`src/hdl/battery_level_monitor_unit_macros.svh`:
```
// ----------------------------------------------------------------------------
// Assertion macros for the battery level monitor
// Shared concurrent assertion forms, clocked on the rising edge and
// disabled while reset is asserted.
// ----------------------------------------------------------------------------
`ifndef BATTERY_LEVEL_MONITOR_UNIT_MACROS_SVH
`define BATTERY_LEVEL_MONITOR_UNIT_MACROS_SVH

// Same-cycle implication.
`define BLM_ASSERT_IMPL(label, clk, rst_n, ante, cons, msg) \
    label: assert property (@(posedge clk) disable iff (!rst_n) (ante) |-> (cons)) \
        else $error(msg);

// Next-cycle implication.
`define BLM_ASSERT_NEXT(label, clk, rst_n, ante, cons, msg) \
    label: assert property (@(posedge clk) disable iff (!rst_n) (ante) |=> (cons)) \
        else $error(msg);

`endif

```
`src/hdl/blm_pkg.sv`:
```
// ----------------------------------------------------------------------------
// Battery level monitor package
// Payload types, event and register codes and fixed constants.
// ----------------------------------------------------------------------------
package blm_pkg;

    // Field widths
    localparam int ADC_BITS   = 10;
    localparam int TIMER_BITS = 16;
    localparam int PCT_BITS   = 7;
    localparam int CFG_DATA_BITS = 16;

    // Event kinds
    typedef enum logic [2:0] {
        KIND_INIT   = 3'd0,
        KIND_TICK   = 3'd1,
        KIND_USB    = 3'd2,
        KIND_DCLICK = 3'd3,
        KIND_SLEEP  = 3'd4
    } kind_t;

    // Configuration register indices
    typedef enum logic [1:0] {
        CFG_FIRST_DELAY   = 2'd0,
        CFG_SAMPLE_PERIOD = 2'd1,
        CFG_LOW_PERCENT   = 2'd2,
        CFG_HIGH_PERCENT  = 2'd3
    } cfg_index_t;

    // Converter scaling: readings at or below RAW_LOW give 0 %, at or above
    // RAW_HIGH give 100 %; between them (raw - RAW_LOW) * 100 / 265.
    localparam logic [ADC_BITS-1:0] RAW_LOW  = ADC_BITS'(400);
    localparam logic [ADC_BITS-1:0] RAW_HIGH = ADC_BITS'(665);
    localparam int DIFF_BITS = 9;
    // 100 * ceil(2^24 / 265), exact for every offset below the span.
    localparam logic [22:0] SCALE_MUL = 23'd6331100;
    localparam int SCALE_SHIFT = 24;
    localparam logic [PCT_BITS-1:0] PCT_FULL = PCT_BITS'(100);

    // Register reset values
    localparam logic [TIMER_BITS-1:0] FIRST_DELAY_RST   = TIMER_BITS'(1000);
    localparam logic [TIMER_BITS-1:0] SAMPLE_PERIOD_RST = TIMER_BITS'(10000);
    localparam logic [PCT_BITS-1:0]   LOW_PERCENT_RST   = PCT_BITS'(10);
    localparam logic [PCT_BITS-1:0]   HIGH_PERCENT_RST  = PCT_BITS'(15);

    // One event item
    typedef struct packed {
        logic [2:0]            kind;
        logic [TIMER_BITS-1:0] elapsed_ms;
        logic [ADC_BITS-1:0]   adc_sample;
        logic                  charge_pin;
        logic                  usb_present;
    } event_t;

    // One result item
    typedef struct packed {
        logic [PCT_BITS-1:0] percent;
        logic                percent_valid;
        logic                sample_taken;
        logic                battery_good;
        logic                good_changed;
        logic                charging;
        logic                charging_changed;
        logic                show_request;
        logic                sleep_veto;
    } result_t;

endpackage

```
`src/hdl/battery_level_monitor_unit.sv`:
```
// ----------------------------------------------------------------------------
// Battery level monitor unit
// Event-driven battery sampler with percentage scaling, good/bad hysteresis,
// charge tracking, display requests and sleep veto.
// ----------------------------------------------------------------------------
// Usage:
// Events arrive on the in_valid/in_ready channel, one result per event leaves
// on the out_valid/out_ready channel. Configuration writes use the cfg_valid/
// cfg_ready channel with a register index and data; cfg_ready is always high
// and writes should only be issued while no event is in flight.
// Each event passes through an input register, a single stage of logic
// (countdown compare and a constant multiply for the percentage) and a
// result register. Throughput: one event per cycle while the receiver does
// not stall. When the receiver stalls, the result register holds and the
// input register still takes one further event if it is empty; input ready
// then drops until the result is transferred.
// Reset clears both pipeline registers, loads the configuration registers
// with their defaults, sets the countdown to the default first delay, clears
// the reading and the good flag, and marks USB attached and charging.
// ----------------------------------------------------------------------------
`include "battery_level_monitor_unit_macros.svh"

module battery_level_monitor_unit (
    input  logic            clk,
    input  logic            rst_n,
    input  logic            in_valid,
    output logic            in_ready,
    input  blm_pkg::event_t  in_data,
    output logic            out_valid,
    input  logic            out_ready,
    output blm_pkg::result_t out_data,
    input  logic            cfg_valid,
    output logic            cfg_ready,
    input  logic [1:0]      cfg_index,
    input  logic [blm_pkg::CFG_DATA_BITS-1:0] cfg_data
);
    import blm_pkg::*;

    // Configuration registers
    logic [TIMER_BITS-1:0] first_delay_reg;
    logic [TIMER_BITS-1:0] sample_period_reg;
    logic [PCT_BITS-1:0]   low_pct_reg;
    logic [PCT_BITS-1:0]   high_pct_reg;

    // Monitor state
    logic [TIMER_BITS-1:0] countdown_reg, countdown_next;
    logic [PCT_BITS-1:0]   level_pct_reg, level_pct_next;
    logic                  level_valid_reg, level_valid_next;
    logic                  good_reg, good_next;
    logic                  usb_reg, usb_next;
    logic                  charging_reg, charging_next;

    // Pipeline registers
    logic    in_valid_reg;
    event_t  in_item_reg;
    logic    out_valid_reg;
    result_t out_item_reg, out_item_next;

    logic advance;
    logic process;

    // Percentage scaling
    logic [DIFF_BITS-1:0] raw_diff;
    logic [31:0]          scale_prod;
    logic [PCT_BITS-1:0]  sample_pct;

    // Handshake: the result register frees when empty or being transferred.
    assign advance   = !out_valid_reg || out_ready;
    assign process   = in_valid_reg && advance;
    assign in_ready  = !in_valid_reg || advance;
    assign out_valid = out_valid_reg;
    assign out_data  = out_item_reg;
    assign cfg_ready = 1'b1;

    // Configuration write port.
    always_ff @(posedge clk or negedge rst_n)
    begin
        if (!rst_n)
        begin
            first_delay_reg   <= FIRST_DELAY_RST;
            sample_period_reg <= SAMPLE_PERIOD_RST;
            low_pct_reg       <= LOW_PERCENT_RST;
            high_pct_reg      <= HIGH_PERCENT_RST;
        end
        else if (cfg_valid)
        begin
            case (cfg_index)
                CFG_FIRST_DELAY:   first_delay_reg   <= cfg_data[TIMER_BITS-1:0];
                CFG_SAMPLE_PERIOD: sample_period_reg <= cfg_data[TIMER_BITS-1:0];
                CFG_LOW_PERCENT:   low_pct_reg       <= cfg_data[PCT_BITS-1:0];
                CFG_HIGH_PERCENT:  high_pct_reg      <= cfg_data[PCT_BITS-1:0];
                default:           ;
            endcase
        end
    end

    // Converter reading to clamped percentage; the divide by the span is a
    // multiply by its scaled reciprocal.
    assign raw_diff   = DIFF_BITS'(in_item_reg.adc_sample - RAW_LOW);
    assign scale_prod = 32'(raw_diff) * 32'(SCALE_MUL);

    always_comb
    begin
        if (in_item_reg.adc_sample <= RAW_LOW)
            sample_pct = '0;
        else if (in_item_reg.adc_sample >= RAW_HIGH)
            sample_pct = PCT_FULL;
        else
            sample_pct = scale_prod[SCALE_SHIFT +: PCT_BITS];
    end

    // Event processing: next state and result fields.
    always_comb
    begin
        countdown_next   = countdown_reg;
        level_pct_next   = level_pct_reg;
        level_valid_next = level_valid_reg;
        good_next        = good_reg;
        usb_next         = usb_reg;
        charging_next    = charging_reg;
        out_item_next    = '0;

        case (in_item_reg.kind)
            KIND_INIT:
            begin
                level_pct_next   = '0;
                level_valid_next = 1'b0;
                countdown_next   = first_delay_reg;
                usb_next         = 1'b1;
                charging_next    = 1'b1;
            end
            KIND_TICK:
            begin
                // A zero countdown means sampling is stopped until the next init.
                if (countdown_reg != '0)
                begin
                    if (countdown_reg > in_item_reg.elapsed_ms)
                    begin
                        countdown_next = countdown_reg - in_item_reg.elapsed_ms;
                    end
                    else
                    begin
                        level_pct_next             = sample_pct;
                        level_valid_next           = 1'b1;
                        out_item_next.sample_taken = 1'b1;
                        countdown_next             = sample_period_reg;
                        if (sample_pct < low_pct_reg && good_reg)
                        begin
                            good_next                  = 1'b0;
                            out_item_next.good_changed = 1'b1;
                        end
                        else if (!good_reg && sample_pct > high_pct_reg)
                        begin
                            good_next                  = 1'b1;
                            out_item_next.good_changed = 1'b1;
                        end
                    end
                end
                // Follow the charge pin while USB is attached.
                if (usb_reg && (in_item_reg.charge_pin != charging_reg))
                begin
                    charging_next                  = in_item_reg.charge_pin;
                    out_item_next.charging_changed = 1'b1;
                end
            end
            KIND_USB:
            begin
                usb_next = in_item_reg.usb_present;
                if (!in_item_reg.usb_present)
                begin
                    charging_next                  = 1'b0;
                    out_item_next.charging_changed = 1'b1;
                    out_item_next.show_request     = 1'b1;
                end
            end
            KIND_DCLICK:
            begin
                out_item_next.show_request = level_valid_reg;
            end
            KIND_SLEEP:
            begin
                out_item_next.sleep_veto = !level_valid_reg;
            end
            default:
            begin
            end
        endcase

        out_item_next.percent       = level_pct_next;
        out_item_next.percent_valid = level_valid_next;
        out_item_next.battery_good  = good_next;
        out_item_next.charging      = charging_next;
    end

    // Input register.
    always_ff @(posedge clk or negedge rst_n)
    begin
        if (!rst_n)
        begin
            in_valid_reg <= 1'b0;
        end
        else if (in_ready)
        begin
            in_valid_reg <= in_valid;
        end
    end

    always_ff @(posedge clk)
    begin
        if (in_valid && in_ready)
        begin
            in_item_reg <= in_data;
        end
    end

    // Result register and monitor state, updated together per event.
    always_ff @(posedge clk or negedge rst_n)
    begin
        if (!rst_n)
        begin
            out_valid_reg   <= 1'b0;
            countdown_reg   <= FIRST_DELAY_RST;
            level_pct_reg   <= '0;
            level_valid_reg <= 1'b0;
            good_reg        <= 1'b0;
            usb_reg         <= 1'b1;
            charging_reg    <= 1'b1;
        end
        else if (advance)
        begin
            out_valid_reg <= in_valid_reg;
            if (in_valid_reg)
            begin
                countdown_reg   <= countdown_next;
                level_pct_reg   <= level_pct_next;
                level_valid_reg <= level_valid_next;
                good_reg        <= good_next;
                usb_reg         <= usb_next;
                charging_reg    <= charging_next;
            end
        end
    end

    always_ff @(posedge clk)
    begin
        if (process)
        begin
            out_item_reg <= out_item_next;
        end
    end

    // Checks on the result and the pipeline.
    `BLM_ASSERT_IMPL(a_taken_valid, clk, rst_n, out_valid && out_data.sample_taken, out_data.percent_valid, "sample taken without a valid reading")
    `BLM_ASSERT_IMPL(a_pct_range, clk, rst_n, out_valid, out_data.percent <= PCT_FULL, "percentage above full scale")
    `BLM_ASSERT_IMPL(a_veto_no_reading, clk, rst_n, out_valid && out_data.sleep_veto, !out_data.percent_valid, "sleep veto while a reading exists")
    `BLM_ASSERT_IMPL(a_result_state, clk, rst_n, out_valid, (out_data.battery_good == good_reg) && (out_data.charging == charging_reg), "result disagrees with monitor state")
    `BLM_ASSERT_IMPL(a_stall_full, clk, rst_n, in_valid_reg && out_valid && !out_ready, !in_ready, "input taken while both stages are full")

endmodule

```
`config.mk`:
```
export PLATFORM = sky130hd
export DESIGN_NAME = battery_level_monitor_unit
export DESIGN_NICKNAME = d
export VERILOG_FILES = /design/src/hdl/blm_pkg.sv /design/src/hdl/battery_level_monitor_unit.sv
export VERILOG_INCLUDE_DIRS = /design/src /design/src/hdl
export SDC_FILE = /design/constraint.sdc
export NUM_CORES = 1
export LEC_CHECK = 0
export BUFFER_PORTS_ARGS = -buffer_cell sky130_fd_sc_hd__clkbuf_2
export CAP_MARGIN = 0
export CORE_MARGIN = 2
export CORE_UTILIZATION = 23
export DETAILED_ROUTE_END_ITERATION = 16
export PLACE_DENSITY = 0.42
export RECOVER_POWER = 25
export SYNTH_ARGS = -nofsm -noshare
export SYNTH_HDL_FRONTEND = slang
export SYNTH_SLANG_ARGS = --single-unit
export TNS_END_PERCENT = 5
```
`constraint.sdc`:
```
create_clock -name clk -period 7.36 [get_ports clk]
set_clock_uncertainty 0.05 [all_clocks]
set_input_delay 1.104 -clock clk [delete_from_list [all_inputs] [get_ports clk]]
set_output_delay 1.104 -clock clk [all_outputs]
set_load 0.02 [all_outputs]
```
==> summary.md <==
| Metric | Value |
|---|---|
| Status | finished, violations left |
| Failing checks | max-capacitance violations, max-slew violations |
| Die Area | roughly 0.040 mm^2 |
| Post-DP Area | 0.00985 mm^2 |
| Syn Std Cell Area | a little under 0.009 mm^2 |
| Critical Path Start Type | register |
| Root buffer cell | clkbuf_16 |
| Initial core utilization | a little under a quarter |
| Core area | roughly 0.038 mm^2 |
| Max Root-Sink Buffers | 2 |
| Worst-skew pair later-pin latency | roughly 430 ps |
| Drt initial violations | 317 |
| Combinational Power Share | 46.1% |
| Num CTS Buffers | 17 |
| Top-level port count | 72 |
| WL met1 | around 11000 um |
| Warnings from Yosys | 0 |
| Fmax | 145 MHz |
| WS Path Type | reg2reg |
| Highest metal used | met4 |
| Most common cell in the synthesized netlist | inv_1 |
| Routed WL per cell | around 16 um |
| Ratio of final minimum period to clock period | 93.8% |
| Setup crit end kind | register |
| Slew @ Worst Pin | 4320 ps |
| Sw Share | a little under 40% |
| CP Data Required Time | 7480 ps |
| P_leak | 0.00479 uW |
| Worst hold path type | reg2reg |
| VDD IR max | about 170 uV |
| Tot Pwr | 3380 uW |
| Number of global-route vias before repair | ~6600 |
| PnR worst setup slack | 458 ps |
| IO Port Bufs | 70 |
| Synth top cells by count | 135 x inv_1, 98 x ha_1, 50 x dfrtp_1 |
| Routed vias/inst | 4.27 |
| Sequential share of the synthesized area | between 30% and 40% |
| TritonCTS clock tree | built |
| Wire length of the first global-routing pass | 37000 um |
| Remaining antenna violation count | 0 |
| GR Util All Layers | 11.7% |
| Max FO, Critical Path | 6 |
| Max-cap violations | 1 |
| Setup TNS | 0 ps |
| Internal power component | 2080 uW |
| Via Count | between 6000 and 7000 |
| Max FFs per register | 31 |
| GPL Wtd Cong | between 0.8 and 0.9 |
| NetSw | 1310 uW |
| Slew headroom | -188% |
| Post-Synthesis Cells | 829 |
| Routed wl met3 | 537 um |
| Top cell type by total area after synthesis | edfxtp_1 |
| Dominant synthesized flop cell | dfrtp_1 |
| FFs w/ async S/R, synth | just over 60% |
| Top-area cell type share of the netlist area | 15.6% |
| Met2 WL | 10600 um |
| # rows | 71 |
| CP peak stage delay | 540 ps |
| Syn nets | 1023 |
| Number of synthesized flops with an enable pin | 46 |
| Layout Cell Area excl Fill | roughly 0.011 mm^2 |
| Max-slew violation count | 76 |
| Die Height | between 200 and 250 um |
| WP data arrival | 7020 ps |
| Clock power frac | 25.6% |
| Initial antenna violation count | 0 |
| Sequential power share | 28.2% |
| Syn Area/Cell | 10.7 um^2 |
| H-tree depth | 4 |
| # setup viols final | 0 |
| Crit path time final | 6900 ps |
| Pwr dens | about 320 mW/mm^2 |
| Post-DP HPWL | 17400 um |
| Detailed Route WL | 22500 um |
| Synthesis-stage register bit count | 121 |
| GRT overflow | 0 |
| Antenna diodes | 0 |
| Number of remaining DRC errors | 0 |
| Pin count of the biggest net entering global routing | 76 |
| Area grow syn2layout | 18.5% |
| Worst-path clk slew | 60 ps |
| Layout cells sized above 1 | a little under a quarter |
| Worst path most repeated cell | inv_1 |
| Chip width | ~200 um |
| Yosys cell types | 80 |
| Hold buffers post-CTS | 0 |
| Hold_ws | between 400 and 500 ps |
| Iteration count of the initial detailed-routing pass | 4 |
| Clock sinks | 121 |
| Pre-CTS WS | 211 ps |
| Crit-path slowest cell | fa_1 |
| Final hold viol count | 0 |
| Top cells by area, synth | edfxtp_1 16%, dfrtp_1 14%, ha_1 14%, fa_1 9.5%, dfstp_2 7.4% |
| Layout net count | 1106 |
==> cell usage in the layout, fill, tap and decap left out, drive strengths merged, types with 11 or more instances in the layout <==
master,netlist,final
nand2,50,50
nor2,39,39
xor2,12,12
ha,98,98
fa,42,42
nand4,11,11
clkbuf,12,92
a21oi,46,46
nand3,14,14
edfxtp,46,46
a21o,13,13
mux2,46,46
xnor2,18,18
inv,136,141
o21ai,17,17
mux2i,11,11
dfstp,25,25
dfrtp,50,50
==> final cells by class <==
cell class	count	area [um^2]
sequential	121	3290
inverter	137	514
timing repair buffer	79	412
multi-input combinational	556	5030
fill	4007	27300
tap	511	639
clock inverter	10	98.8
clock buffer	22	518
==> critical path, delay by kind of cell (launching register included) <==
family | cells | cell delay, ps
AO/OA/AOI/OAI | 7 | 1460
AND/OR/NAND/NOR | 10 | 1590
XOR/XNOR | 1 | 180
flip-flops | 1 | 450
adder cells (fa/ha/maj) | 7 | 2510
buffers and inverters | 5 | 410
==> what timing repair did <==
action,in CTS,in global routing
setup buffers,0,1
setup endpoints to repair,0,3
gates resized for setup,0,7
==> power by group through the flow <==
| stage | Sequential [uW] | Clock [uW] | Combinational (uW) |
|---|---|---|---|
| floorplan | 955 | 0 | 1190 |
| global placement | 967 | 0 | 1570 |
| detailed placement | 968 | 0 | 1570 |
| CTS | 957 | 896 | 1580 |
| global route | 977 | 927 | 1810 |
| finish | 956 | 867 | 1560 |
==> worst paths after layout <==
check / start / cells past startpoint / end / slack (ps)
worst max register to register: in_item_reg[7]$_DFFE_PP_ / 30 / out_data[5]$_DFFE_PP_ / 460
max in group asynchronous: rst_n / 1 / level_pct_reg[5]$_DFFE_PN0P_ / 2680
worst min register to register: charging_reg$_DFFE_PN1P_ / 2 / charging_reg$_DFFE_PN1P_ / 430
worst max-delay path: in_item_reg[7]$_DFFE_PP_ / 30 / out_data[5]$_DFFE_PP_ / 460
min in group asynchronous: rst_n / 1 / first_delay_reg[10]$_DFFE_PN0P_ / 2150
worst min-delay path: charging_reg$_DFFE_PN1P_ / 2 / charging_reg$_DFFE_PN1P_ / 430
==> metal layers <==
| layer | up-vias | GRT usage (%) |
|---|---|---|
| met4 | 0 | 2.51 |
| li1 | 3053 | - |
| met1 | 2984 | 16.4 |
| met5 | - | 0 |
| met2 | 85 | 18.9 |
| met3 | 11 | 1.94 |
==> cell families after synthesis <==
logic type | count (synthesis) | synth area share [%]
AOI/OAI and AO/OA | 152 | 12.5
xor gates and xnor gates | 30 | 2.97
adders and majority gates | 140 | 23.3
buffers and inverters | 152 | 6.54
DFF | 121 | 37.1
muxes | 57 | 7.09
other | 1 | 0.0423
and+or+nand+nor | 176 | 10.4
==> stage by stage <==
stage,cells,utilization [%]
after floorplan,829,-
after CTS,1435,27.7
after global routing,1436,27.8
final,1436,27.8
after global placement,1403,26.1
after detailed placement,1403,26.1
Power figures use the tool's default switching activity.
